--- config.mk ---
export PLATFORM = sky130hd
export DESIGN_NAME = chord_stack_oscillator
export DESIGN_NICKNAME = d
export VERILOG_FILES = /design/src/hw/rtl/cso_pkg.sv /design/src/hw/rtl/cso_ctrl.sv /design/src/hw/rtl/cso_datapath.sv /design/src/hw/rtl/chord_stack_oscillator.sv
export SDC_FILE = /design/constraint.sdc
export NUM_CORES = 2
export LEC_CHECK = 0
export BUFFER_PORTS_ARGS = -buffer_cell sky130_fd_sc_hd__buf_2
export CAP_MARGIN = 10
export CORE_MARGIN = 5
export CORE_UTILIZATION = 60
export CTS_CLUSTER_SIZE = 16
export DETAILED_ROUTE_END_ITERATION = 7
export GPL_TIMING_DRIVEN = 0
export PLACE_DENSITY_LB_ADDON = 0.25
export RECOVER_POWER = 50
export SLEW_MARGIN = 0
export SYNTH_ARGS = -nofsm -noshare
export SYNTH_HDL_FRONTEND = slang
export SYNTH_SLANG_ARGS = --single-unit
--- constraint.sdc ---
create_clock -name clk -period 49.2 [get_ports clk]
set_input_delay 12.3 -clock clk [delete_from_list [all_inputs] [get_ports clk]]
set_output_delay 12.3 -clock clk [all_outputs]
set_load 0.01 [all_outputs]
--- src/hw/rtl/cso_pkg.sv ---
// Shared types, constants and tables for the chord stack oscillator.
// Used by cso_ctrl, cso_datapath and chord_stack_oscillator; no dependencies.
package cso_pkg;

  localparam int VOICES        = 6;
  localparam int MORPH_ENTRIES = 64;
  localparam int NUM_INC       = 6;
  localparam int VIDX_W        = (VOICES > 1) ? $clog2(VOICES) : 1;
  localparam int CFG_IDX_W     = 4;
  localparam int CFG_DATA_W    = 32;
  localparam int SAMPLE_W      = 16;
  localparam int SUM_W         = 18 + $clog2(VOICES + 1);

  localparam logic [CFG_IDX_W-1:0] REG_INC0     = 4'd0;
  localparam logic [CFG_IDX_W-1:0] REG_WAVEFORM = 4'd6;
  localparam logic [CFG_IDX_W-1:0] REG_ACTIVE   = 4'd7;

  localparam logic [1:0] WAVE_SAW    = 2'd0;
  localparam logic [1:0] WAVE_TRI    = 2'd1;
  localparam logic [1:0] WAVE_SQUARE = 2'd2;
  localparam logic [1:0] WAVE_SINE   = 2'd3;

  localparam int SQUARE_LEVEL = 26000;
  localparam int CLIP_LIMIT   = 32767;

  localparam longint unsigned ONE_Q30 = 64'd1 << 30;
  localparam longint unsigned PI_Q30  = 64'd3373259426;

  typedef logic [64:0][15:0] qsine_t;

  typedef struct packed {
    logic              load;
    logic              ph;
    logic              mul;
    logic              fin;
    logic [VIDX_W-1:0] idx;
  } cso_cmd_t;

  typedef struct packed {
    logic out_busy;
  } cso_stat_t;

  function automatic logic [15:0] quarter_sine(input int k);
    longint unsigned x;
    longint unsigned x2;
    longint unsigned t;
    longint unsigned s;
    x  = (longint'(k) * PI_Q30) / 128;
    x2 = (x * x) >> 30;
    t  = ONE_Q30 - x2 / 110;
    t  = ONE_Q30 - ((x2 * t) >> 30) / 72;
    t  = ONE_Q30 - ((x2 * t) >> 30) / 42;
    t  = ONE_Q30 - ((x2 * t) >> 30) / 20;
    t  = ONE_Q30 - ((x2 * t) >> 30) / 6;
    s  = (x * t) >> 30;
    return 16'((s * 32767 + (64'd1 << 29)) >> 30);
  endfunction

  function automatic qsine_t build_qsine();
    qsine_t q;
    for (int k = 0; k <= 64; k++) begin
      q[k] = quarter_sine(k);
    end
    return q;
  endfunction

  localparam qsine_t QSINE = build_qsine();

  function automatic logic signed [16:0] sine_at(input logic [8:0] i);
    logic [5:0] r;
    logic [6:0] rr;
    r  = i[5:0];
    rr = 7'd64 - {1'b0, r};
    if (i[8]) begin
      return '0;
    end
    case (i[7:6])
      2'd0:    return $signed({1'b0, QSINE[r]});
      2'd1:    return $signed({1'b0, QSINE[rr]});
      2'd2:    return -$signed({1'b0, QSINE[r]});
      default: return -$signed({1'b0, QSINE[rr]});
    endcase
  endfunction

  function automatic logic [7:0] morph(input logic [5:0] i);
    case (i)
      6'd0, 6'd1, 6'd2, 6'd3, 6'd4, 6'd5: return 8'd255;
      6'd6:  return 8'd214;  6'd7:  return 8'd171;  6'd8:  return 8'd128;
      6'd9:  return 8'd86;   6'd10: return 8'd43;   6'd11: return 8'd43;
      6'd12: return 8'd42;   6'd13: return 8'd85;   6'd14: return 8'd128;
      6'd15: return 8'd170;  6'd16: return 8'd213;  6'd17: return 8'd255;
      6'd18: return 8'd171;  6'd19: return 8'd86;   6'd20: return 8'd0;
      6'd21: return 8'd85;   6'd22: return 8'd170;  6'd23: return 8'd255;
      6'd24: return 8'd171;  6'd25: return 8'd86;   6'd26: return 8'd0;
      6'd27: return 8'd85;   6'd28: return 8'd170;  6'd29: return 8'd255;
      6'd30: return 8'd0;    6'd31: return 8'd255;  6'd32: return 8'd0;
      6'd33: return 8'd255;  6'd34: return 8'd0;    6'd35: return 8'd255;
      6'd36: return 8'd0;    6'd37: return 8'd0;    6'd38: return 8'd0;
      6'd39: return 8'd255;  6'd40: return 8'd255;  6'd41: return 8'd0;
      6'd42: return 8'd0;    6'd43: return 8'd255;  6'd44: return 8'd255;
      6'd45: return 8'd255;  6'd46: return 8'd0;    6'd47: return 8'd0;
      6'd48: return 8'd221;  6'd49: return 8'd127;  6'd50: return 8'd71;
      6'd51: return 8'd8;    6'd52: return 8'd197;  6'd53: return 8'd19;
      6'd54: return 8'd98;   6'd55: return 8'd137;  6'd56: return 8'd55;
      6'd57: return 8'd70;   6'd58: return 8'd122;  6'd59: return 8'd153;
      6'd60: return 8'd50;   6'd61: return 8'd203;  6'd62: return 8'd43;
      default: return 8'd198;
    endcase
  endfunction

endpackage

--- src/hw/rtl/cso_ctrl.sv ---
// Sequencer for the chord stack oscillator: walks each voice through a phase state and a multiply state.
// Depends on cso_pkg; drives cso_datapath through cso_cmd_t.
module cso_ctrl (
  input  logic              clk,
  input  logic              rst_n,
  input  logic              in_valid,
  output logic              in_ready,
  input  cso_pkg::cso_stat_t stat,
  output cso_pkg::cso_cmd_t  cmd
);
  import cso_pkg::*;

  localparam logic [1:0] ST_IDLE = 2'd0;
  localparam logic [1:0] ST_PH   = 2'd1;
  localparam logic [1:0] ST_MUL  = 2'd2;
  localparam logic [1:0] ST_FIN  = 2'd3;
  localparam logic [VIDX_W-1:0] LAST_IDX = VIDX_W'(VOICES - 1);

  logic [1:0]        state_r, state_nxt;
  logic [VIDX_W-1:0] idx_r, idx_nxt;

  always_comb begin
    state_nxt = state_r;
    idx_nxt   = idx_r;
    in_ready  = 1'b0;
    cmd       = '0;
    cmd.idx   = idx_r;
    case (state_r)
      ST_IDLE: begin
        in_ready = 1'b1;
        if (in_valid) begin
          cmd.load  = 1'b1;
          idx_nxt   = '0;
          state_nxt = ST_PH;
        end
      end
      ST_PH: begin
        cmd.ph    = 1'b1;
        state_nxt = ST_MUL;
      end
      ST_MUL: begin
        cmd.mul = 1'b1;
        if (idx_r == LAST_IDX) begin
          state_nxt = ST_FIN;
        end else begin
          idx_nxt   = idx_r + 1'b1;
          state_nxt = ST_PH;
        end
      end
      ST_FIN: begin
        if (!stat.out_busy) begin
          cmd.fin   = 1'b1;
          state_nxt = ST_IDLE;
        end
      end
      default: state_nxt = ST_IDLE;
    endcase
  end

  always_ff @(posedge clk) begin
    if (!rst_n) begin
      state_r <= ST_IDLE;
      idx_r   <= '0;
    end else begin
      state_r <= state_nxt;
      idx_r   <= idx_nxt;
    end
  end

endmodule

--- src/hw/rtl/cso_datapath.sv ---
// Datapath: config registers, per-voice phase and level, waveform, weighting, sum.
// Depends on cso_pkg; sequenced by cso_ctrl.
module cso_datapath (
  input  logic                          clk,
  input  logic                          rst_n,
  input  cso_pkg::cso_cmd_t             cmd,
  output cso_pkg::cso_stat_t            stat,
  input  logic                          cfg_valid,
  input  logic [cso_pkg::CFG_IDX_W-1:0] cfg_index,
  input  logic [cso_pkg::CFG_DATA_W-1:0] cfg_data,
  input  logic                          in_sync_first,
  input  logic                          in_sync_second,
  input  logic [14:0]                   in_timbre,
  output logic                          out_valid,
  input  logic                          out_ready,
  output logic signed [15:0]            out_midpoint_sample,
  output logic signed [15:0]            out_current_sample
);
  import cso_pkg::*;

  logic [31:0] inc_r [NUM_INC];
  logic [1:0]  waveform_r;
  logic [2:0]  active_r;
  logic [31:0] phase_r [VOICES];
  logic [15:0] level_r [VOICES];
  logic signed [15:0] last_r;

  logic        sync_r;
  logic [5:0]  pos_r;
  logic [8:0]  frac_r;

  logic [31:0]        pn_r;
  logic signed [16:0] a_r;
  logic signed [34:0] prod_r;
  logic [15:0]        target_r;
  logic signed [34:0] term_r;
  logic signed [SUM_W-1:0] sum_r;

  logic        out_valid_r;
  logic signed [15:0] mid_r, cur_r;

  // phase stage
  logic [31:0]        p, pn, inc_sel;
  logic               act;
  logic [2:0]         count;
  logic [8:0]         sidx;
  logic signed [16:0] sa, sb;
  logic signed [17:0] diff;
  logic [5:0]         m0, m1;
  logic [15:0]        mx, my;
  logic signed [16:0] dxy;
  logic signed [26:0] tprod, tsum;

  // weighting stage
  logic [16:0]        q;
  logic signed [17:0] t, s, value;
  logic [15:0]        lvl;
  logic signed [17:0] ldiff, lnew;

  // finish
  logic signed [SUM_W-1:0] total;
  logic signed [15:0]      clip;
  logic signed [16:0]      msum;

  assign count   = (32'(active_r) > VOICES) ? 3'(VOICES) : active_r;
  assign act     = 32'(cmd.idx) < 32'(count);
  assign inc_sel = (32'(cmd.idx) < NUM_INC) ? inc_r[3'(cmd.idx)] : '0;
  assign p       = phase_r[cmd.idx];
  assign pn      = sync_r ? '0 : (act ? p + {inc_sel[30:0], 1'b0} : p);
  assign sidx    = {1'b0, pn[31:24]};
  assign sa      = sine_at(sidx);
  assign sb      = sine_at(sidx + 9'd1);
  assign diff    = 18'(sb) - 18'(sa);
  assign m0      = pos_r + 6'(cmd.idx);
  assign m1      = m0 + 6'd1;
  assign mx      = {morph(m0), 8'h00};
  assign my      = {morph(m1), 8'h00};
  assign dxy     = $signed({1'b0, my}) - $signed({1'b0, mx});
  assign tprod   = 27'(dxy * $signed({1'b0, frac_r}));
  assign tsum    = $signed({2'b00, mx, 9'd0}) - $signed({11'd0, mx}) + tprod;

  always_comb begin
    q = pn_r[31:15];
    t = '0;
    s = a_r + 18'(prod_r >>> 16);
    case (waveform_r)
      WAVE_SAW:    value = 18'sd32768 - $signed({2'b00, pn_r[31:16]});
      WAVE_TRI: begin
        if (q > 17'd65536) t = 18'sd32768 - $signed({2'b00, q[15:0]});
        else               t = $signed({1'b0, q}) - 18'sd32768;
        value = (t >>> 1) + (t >>> 3);
      end
      WAVE_SQUARE: value = (pn_r > 32'h8000_0000) ? 18'(SQUARE_LEVEL) : -18'(SQUARE_LEVEL);
      default:     value = (s >>> 1) + (s >>> 3);
    endcase
  end

  assign lvl   = level_r[cmd.idx];
  assign ldiff = $signed({2'b00, target_r}) - $signed({2'b00, lvl});
  assign lnew  = $signed({2'b00, lvl}) + (ldiff >>> 4);

  always_comb begin
    total = sum_r + SUM_W'(term_r >>> 18);
    if (total > SUM_W'(CLIP_LIMIT))       clip = 16'(CLIP_LIMIT);
    else if (total < -SUM_W'(CLIP_LIMIT)) clip = -16'(CLIP_LIMIT);
    else                                   clip = 16'(total);
    msum = 17'(last_r) + 17'(clip);
  end

  always_ff @(posedge clk) begin
    if (!rst_n) begin
      for (int i = 0; i < NUM_INC; i++) inc_r[i] <= '0;
      waveform_r <= WAVE_SINE;
      active_r   <= 3'd6;
    end else if (cfg_valid) begin
      if (cfg_index < CFG_IDX_W'(NUM_INC))
        inc_r[3'(cfg_index - REG_INC0)] <= cfg_data;
      else if (cfg_index == REG_WAVEFORM)
        waveform_r <= cfg_data[1:0];
      else if (cfg_index == REG_ACTIVE)
        active_r <= cfg_data[2:0];
    end
  end

  always_ff @(posedge clk) begin
    if (!rst_n) begin
      for (int i = 0; i < VOICES; i++) begin
        phase_r[i] <= '0;
        level_r[i] <= '0;
      end
      last_r      <= '0;
      out_valid_r <= 1'b0;
    end else begin
      if (cmd.ph)  phase_r[cmd.idx] <= pn;
      if (cmd.mul) level_r[cmd.idx] <= lnew[15:0];
      if (cmd.fin) begin
        last_r      <= clip;
        out_valid_r <= 1'b1;
      end else if (out_ready) begin
        out_valid_r <= 1'b0;
      end
    end
  end

  always_ff @(posedge clk) begin
    if (cmd.load) begin
      sync_r <= in_sync_first | in_sync_second;
      pos_r  <= in_timbre[14:9];
      frac_r <= in_timbre[8:0];
      sum_r  <= '0;
      term_r <= '0;
    end
    if (cmd.ph) begin
      pn_r     <= pn;
      a_r      <= sa;
      prod_r   <= 35'(diff * $signed({1'b0, pn[23:8]}));
      target_r <= act ? tsum[24:9] : '0;
      sum_r    <= sum_r + SUM_W'(term_r >>> 18);
    end
    if (cmd.mul) term_r <= 35'(value * $signed({1'b0, lvl}));
    if (cmd.fin) begin
      cur_r <= clip;
      mid_r <= 16'(msum >>> 1);
    end
  end

  assign stat.out_busy      = out_valid_r & ~out_ready;
  assign out_valid          = out_valid_r;
  assign out_current_sample = cur_r;
  assign out_midpoint_sample = mid_r;

endmodule

--- src/hw/rtl/chord_stack_oscillator.sv ---
// Top level of the chord stack oscillator: sequencer plus datapath.
// Depends on cso_pkg, cso_ctrl and cso_datapath.
//
// One request (sync flags and timbre) yields one result pair: the clipped sum of
// up to six weighted voices and its midpoint to the previous sum. The voice loop
// steps each voice through a phase state and then a multiply state, on one shared
// phase/weighting path. The result is registered in the finish state after the
// last voice's multiply state, and the next request can be taken once the
// sequencer is back in idle. The result is registered only once the previous one
// has been taken, so a stalled result delays the next request by the stall.
// Config writes are always ready and take effect the next cycle; write only while
// idle.
module chord_stack_oscillator (
  input  logic                          clk,
  input  logic                          rst_n,
  input  logic                          cfg_valid,
  output logic                          cfg_ready,
  input  logic [cso_pkg::CFG_IDX_W-1:0] cfg_index,
  input  logic [cso_pkg::CFG_DATA_W-1:0] cfg_data,
  input  logic                          in_valid,
  output logic                          in_ready,
  input  logic                          in_sync_first,
  input  logic                          in_sync_second,
  input  logic [14:0]                   in_timbre,
  output logic                          out_valid,
  input  logic                          out_ready,
  output logic signed [15:0]            out_midpoint_sample,
  output logic signed [15:0]            out_current_sample
);
  import cso_pkg::*;

  cso_cmd_t  cmd;
  cso_stat_t stat;

  assign cfg_ready = 1'b1;

  cso_ctrl u_ctrl (
    .clk      (clk),
    .rst_n    (rst_n),
    .in_valid (in_valid),
    .in_ready (in_ready),
    .stat     (stat),
    .cmd      (cmd)
  );

  cso_datapath u_dp (
    .clk                 (clk),
    .rst_n               (rst_n),
    .cmd                 (cmd),
    .stat                (stat),
    .cfg_valid           (cfg_valid),
    .cfg_index           (cfg_index),
    .cfg_data            (cfg_data),
    .in_sync_first       (in_sync_first),
    .in_sync_second      (in_sync_second),
    .in_timbre           (in_timbre),
    .out_valid           (out_valid),
    .out_ready           (out_ready),
    .out_midpoint_sample (out_midpoint_sample),
    .out_current_sample  (out_current_sample)
  );

endmodule

==> qor.yml <==
clock_tree:
  root_buffer: "clkbuf_16"
  cts.reportedPaths.clkPinSlew_ns: 0.07
  cts_tree: "yes"
  cts_buffer_depth: 3
  cts_made_buffers: 88
  worstSkewPairLatency_ns: 0.75
  cts-htree-levels: 3
  postCtsSetupBuffers: 0
  resized_cells_post_cts: 0
  count_of_hold_buffers_inserted_by_post_cts_repair: 0
  cts_sinks: 831
detailed_routing:
  detail_route.wl_per_cell_microns: 28.1
  detailedRoute.firstIterationViolations: 8200
  postRouteWirelength_microns: 272000
  final_antenna_net_count: 0
  total_drc_errors_in_the_routed_layout: 0
  dr_total_vias: 62700
  post_drt_via_cell_ratio: 6.46
  dr.pass1.iters: 7
floorplanning:
  floorplan.io_pins: 93
  chipWidth_microns: 367
  initial_utilization: 0.602
  fp.dieH_microns: 367
  design.die.area_sq_mm: 0.135
  row_count: 131
  core_region_area_sq_mm: 0.127
synthesis:
  synthArstFlopShare: 0
  synth_area_sq_mm: 0.0766
  synth.distinct_cells: 128
  proportion_of_synthesized_chip_area_in_sequential_cells: 0.322
  yosys_warnings: 0
  post_synth_inst_count: 7680
  yosys-top-cells-area: "edfxtp_1 31%, fa_1 17%, ha_1 7.3%, inv_1 5.1%, mux4_2 4.8%"
  synth.avg_cell_area_sq_um: 9.97
  synth-main-ff-cell: "edfxtp_1"
  post-synth-top-area-fraction: 0.314
  synth_seq_cells: 831
  yosysTopAreaCell: "edfxtp_1"
  number_of_synthesized_flops_with_an_enable_pin: 801
sta:
  timing.final.ws_setup_ns: 20.43
  setup_total_negative_slack_ns: 0
  final_worst_path_period_share: 0.585
  slew_headroom: -2.75
  unrepaired_setup_endpoints_after_global_routing: "no"
  transition_time_of_the_tightest_slew_check_pin_ns: 5.63
  report.final.setup_viol: 0
  max_clock_freq_mhz: 34.8
  fin_worst_skew_ns: 0.0686
  final-hold-violation-count: 0
  post-route-min-period_ns: 28.77
  report.final.slew_viol_count: 207
critical_path:
  crit_end: "u_dp.prod_r[33]$_DFFE_PP_"
  timing.setup.critical_path_class: "reg2reg"
  worst-r2r-setup-slack_ns: 20.43
  worstPathMaxFanout: 10
  critical-path-slowest-cell: "xnor2_1"
  timing.critical_path.arrival_ns: 29.24
  worstPathRequired_ns: 49.67
  crit_path_start_kind: "flip-flop"
  worstSetupEndpointType: "flip-flop"
  critical_r2r_capture: "u_dp.prod_r[33]$_DFFE_PP_"
  critPathMaxStageDelay_ns: 1.00
  rr_worst_depth: 74
  critPathMostFrequentCell: "clkbuf_1"
place:
  pre_cts_slack_ns: 22.74
  port_buffers: 89
  place.detailed.hpwl_microns: 209000
  routability_cong: 1.03
  area_of_placed_instances_sq_mm: 0.0799
run_status:
  violations: "capacitance limit, slew limit"
  run_status: "finished with violations"
layout:
  mostFrequentLayoutCells: "1037 x inv_1, 888 x nor2_1, 801 x edfxtp_1"
  post-route-cell-area_sq_mm: 0.0827
  drive_gt1_frac: 0.0726
  sequential_cell_area_sq_mm: 0.0247
  final_net_count: 9131
  multi_input_comb_area_sq_mm: 0.0465
  area_delta_synth_final_pct: 8.08
  layout.filler_cells: 10100
  mostFrequentLayoutCell: "inv_1"
  post-route-util: 0.650
grt:
  global_route.usage.total: 0.402
  grt_start_max_net_pins: 89
  antenna_violations_before_repair: 19
  via_count_of_the_first_global_routing_pass: 63700
  grt_overflow: 0
  first_pass_grt_wire_length_microns: 405000
run:
  maxCapViolCount: 8
worst_hold_path:
  hp-class: "reg2reg"
  hold_path_depth: 1
## through the flow
stage / cells / hold slack (ns)
2_1_floorplan: 7741 / 0.476
3_3_place_gp: 9492 / 0.491
3_5_place_dp: 9520 / 0.500
4_1_cts: 9680 / 0.517
5_1_grt: 9692 / 0.543
6_report: 9698 / 0.513
## flip-flops by register name (all words and copies together) (netlist names), 6 cells and up, named ones only
register                  count
u_dp.frac_r                   9
u_dp.last_r                  16
u_dp.out_current_sample      16
u_dp.prod_r                  18
u_dp.pn_r                    32
u_dp.inc_r                  248
u_dp.phase_r                256
u_dp.term_r                  17
u_dp.out_midpoint_sample     16
u_dp.pos_r                    6
u_dp.level_r                128
u_dp.a_r                     17
u_dp.sum_r                   21
u_dp.target_r                16
## per-layer routing
metal,GRT usage,up-vias,wire (microns)
li1,-,26800,-
met4,0.208,2,17300
met5,0,-,13
met3,0.0920,831,29400
met2,0.627,4025,122000
met1,0.532,31100,104000
## worst min path at each step
stage,from,end,slack [ns]
2_1_floorplan,u_dp.last_r[15]$_SDFFE_PN0P_,u_dp.last_r[15]$_SDFFE_PN0P_,0.48
5_1_grt,u_dp.last_r[15]$_SDFFE_PN0P_,u_dp.last_r[15]$_SDFFE_PN0P_,0.54
3_3_place_gp,u_dp.last_r[15]$_SDFFE_PN0P_,u_dp.last_r[15]$_SDFFE_PN0P_,0.49
6_report,u_dp.last_r[15]$_SDFFE_PN0P_,u_dp.last_r[15]$_SDFFE_PN0P_,0.51
4_1_cts,u_dp.last_r[15]$_SDFFE_PN0P_,u_dp.last_r[15]$_SDFFE_PN0P_,0.52
3_5_place_dp,u_dp.last_r[15]$_SDFFE_PN0P_,u_dp.last_r[15]$_SDFFE_PN0P_,0.50
## cells by family (layout without fill, tap and decap cells)
logic type,count (synthesis),after routing,synth area share
simple gates,2378,2378,0.140
buf+inv,1460,1749,0.0737
compound gates,1274,1274,0.112
fa+ha+maj,1113,1113,0.247
flops,831,831,0.322
mux,328,328,0.0703
xor+xnor,294,294,0.0345
other cells,2,69,0.0000981
## final cells by class
type | instances | area share
clock buffer | 108 | 0.0279
antenna | 6 | 0.000181
timing repair buffer | 129 | 0.0107
clock inverter | 52 | 0.00818
multi-input combinational | 5450 | 0.562
sequential | 831 | 0.298
tap | 1662 | 0.0251
buffer | 409 | 0.0204
inverter | 1051 | 0.0477
## synth_stat cells, types with 159 or more instances
cell      instances
nand2_1         756
edfxtp_1        801
mux4_2          162
fa_1            666
ha_1            447
xnor2_1         210
nor2_1          888
inv_1          1037
and2_1          159
o21ai_0         206
a21oi_1         367
clkbuf_1        280
## critical path, delay by kind of cell (launching register included)
kind / cells / cell delay, ns
muxes: 3 / 1.29
and+or+nand+nor: 10 / 2.56
AOI/OAI and AO/OA: 28 / 8.57
DFF: 1 / 0.30
buffers and inverters: 20 / 10.05
xor gates and xnor gates: 2 / 1.08
adders and majority gates: 11 / 4.60
Power is left out: the tool's default activity adds up to more than one toggle a clock period on the data nets, which glitch-free logic cannot reach.
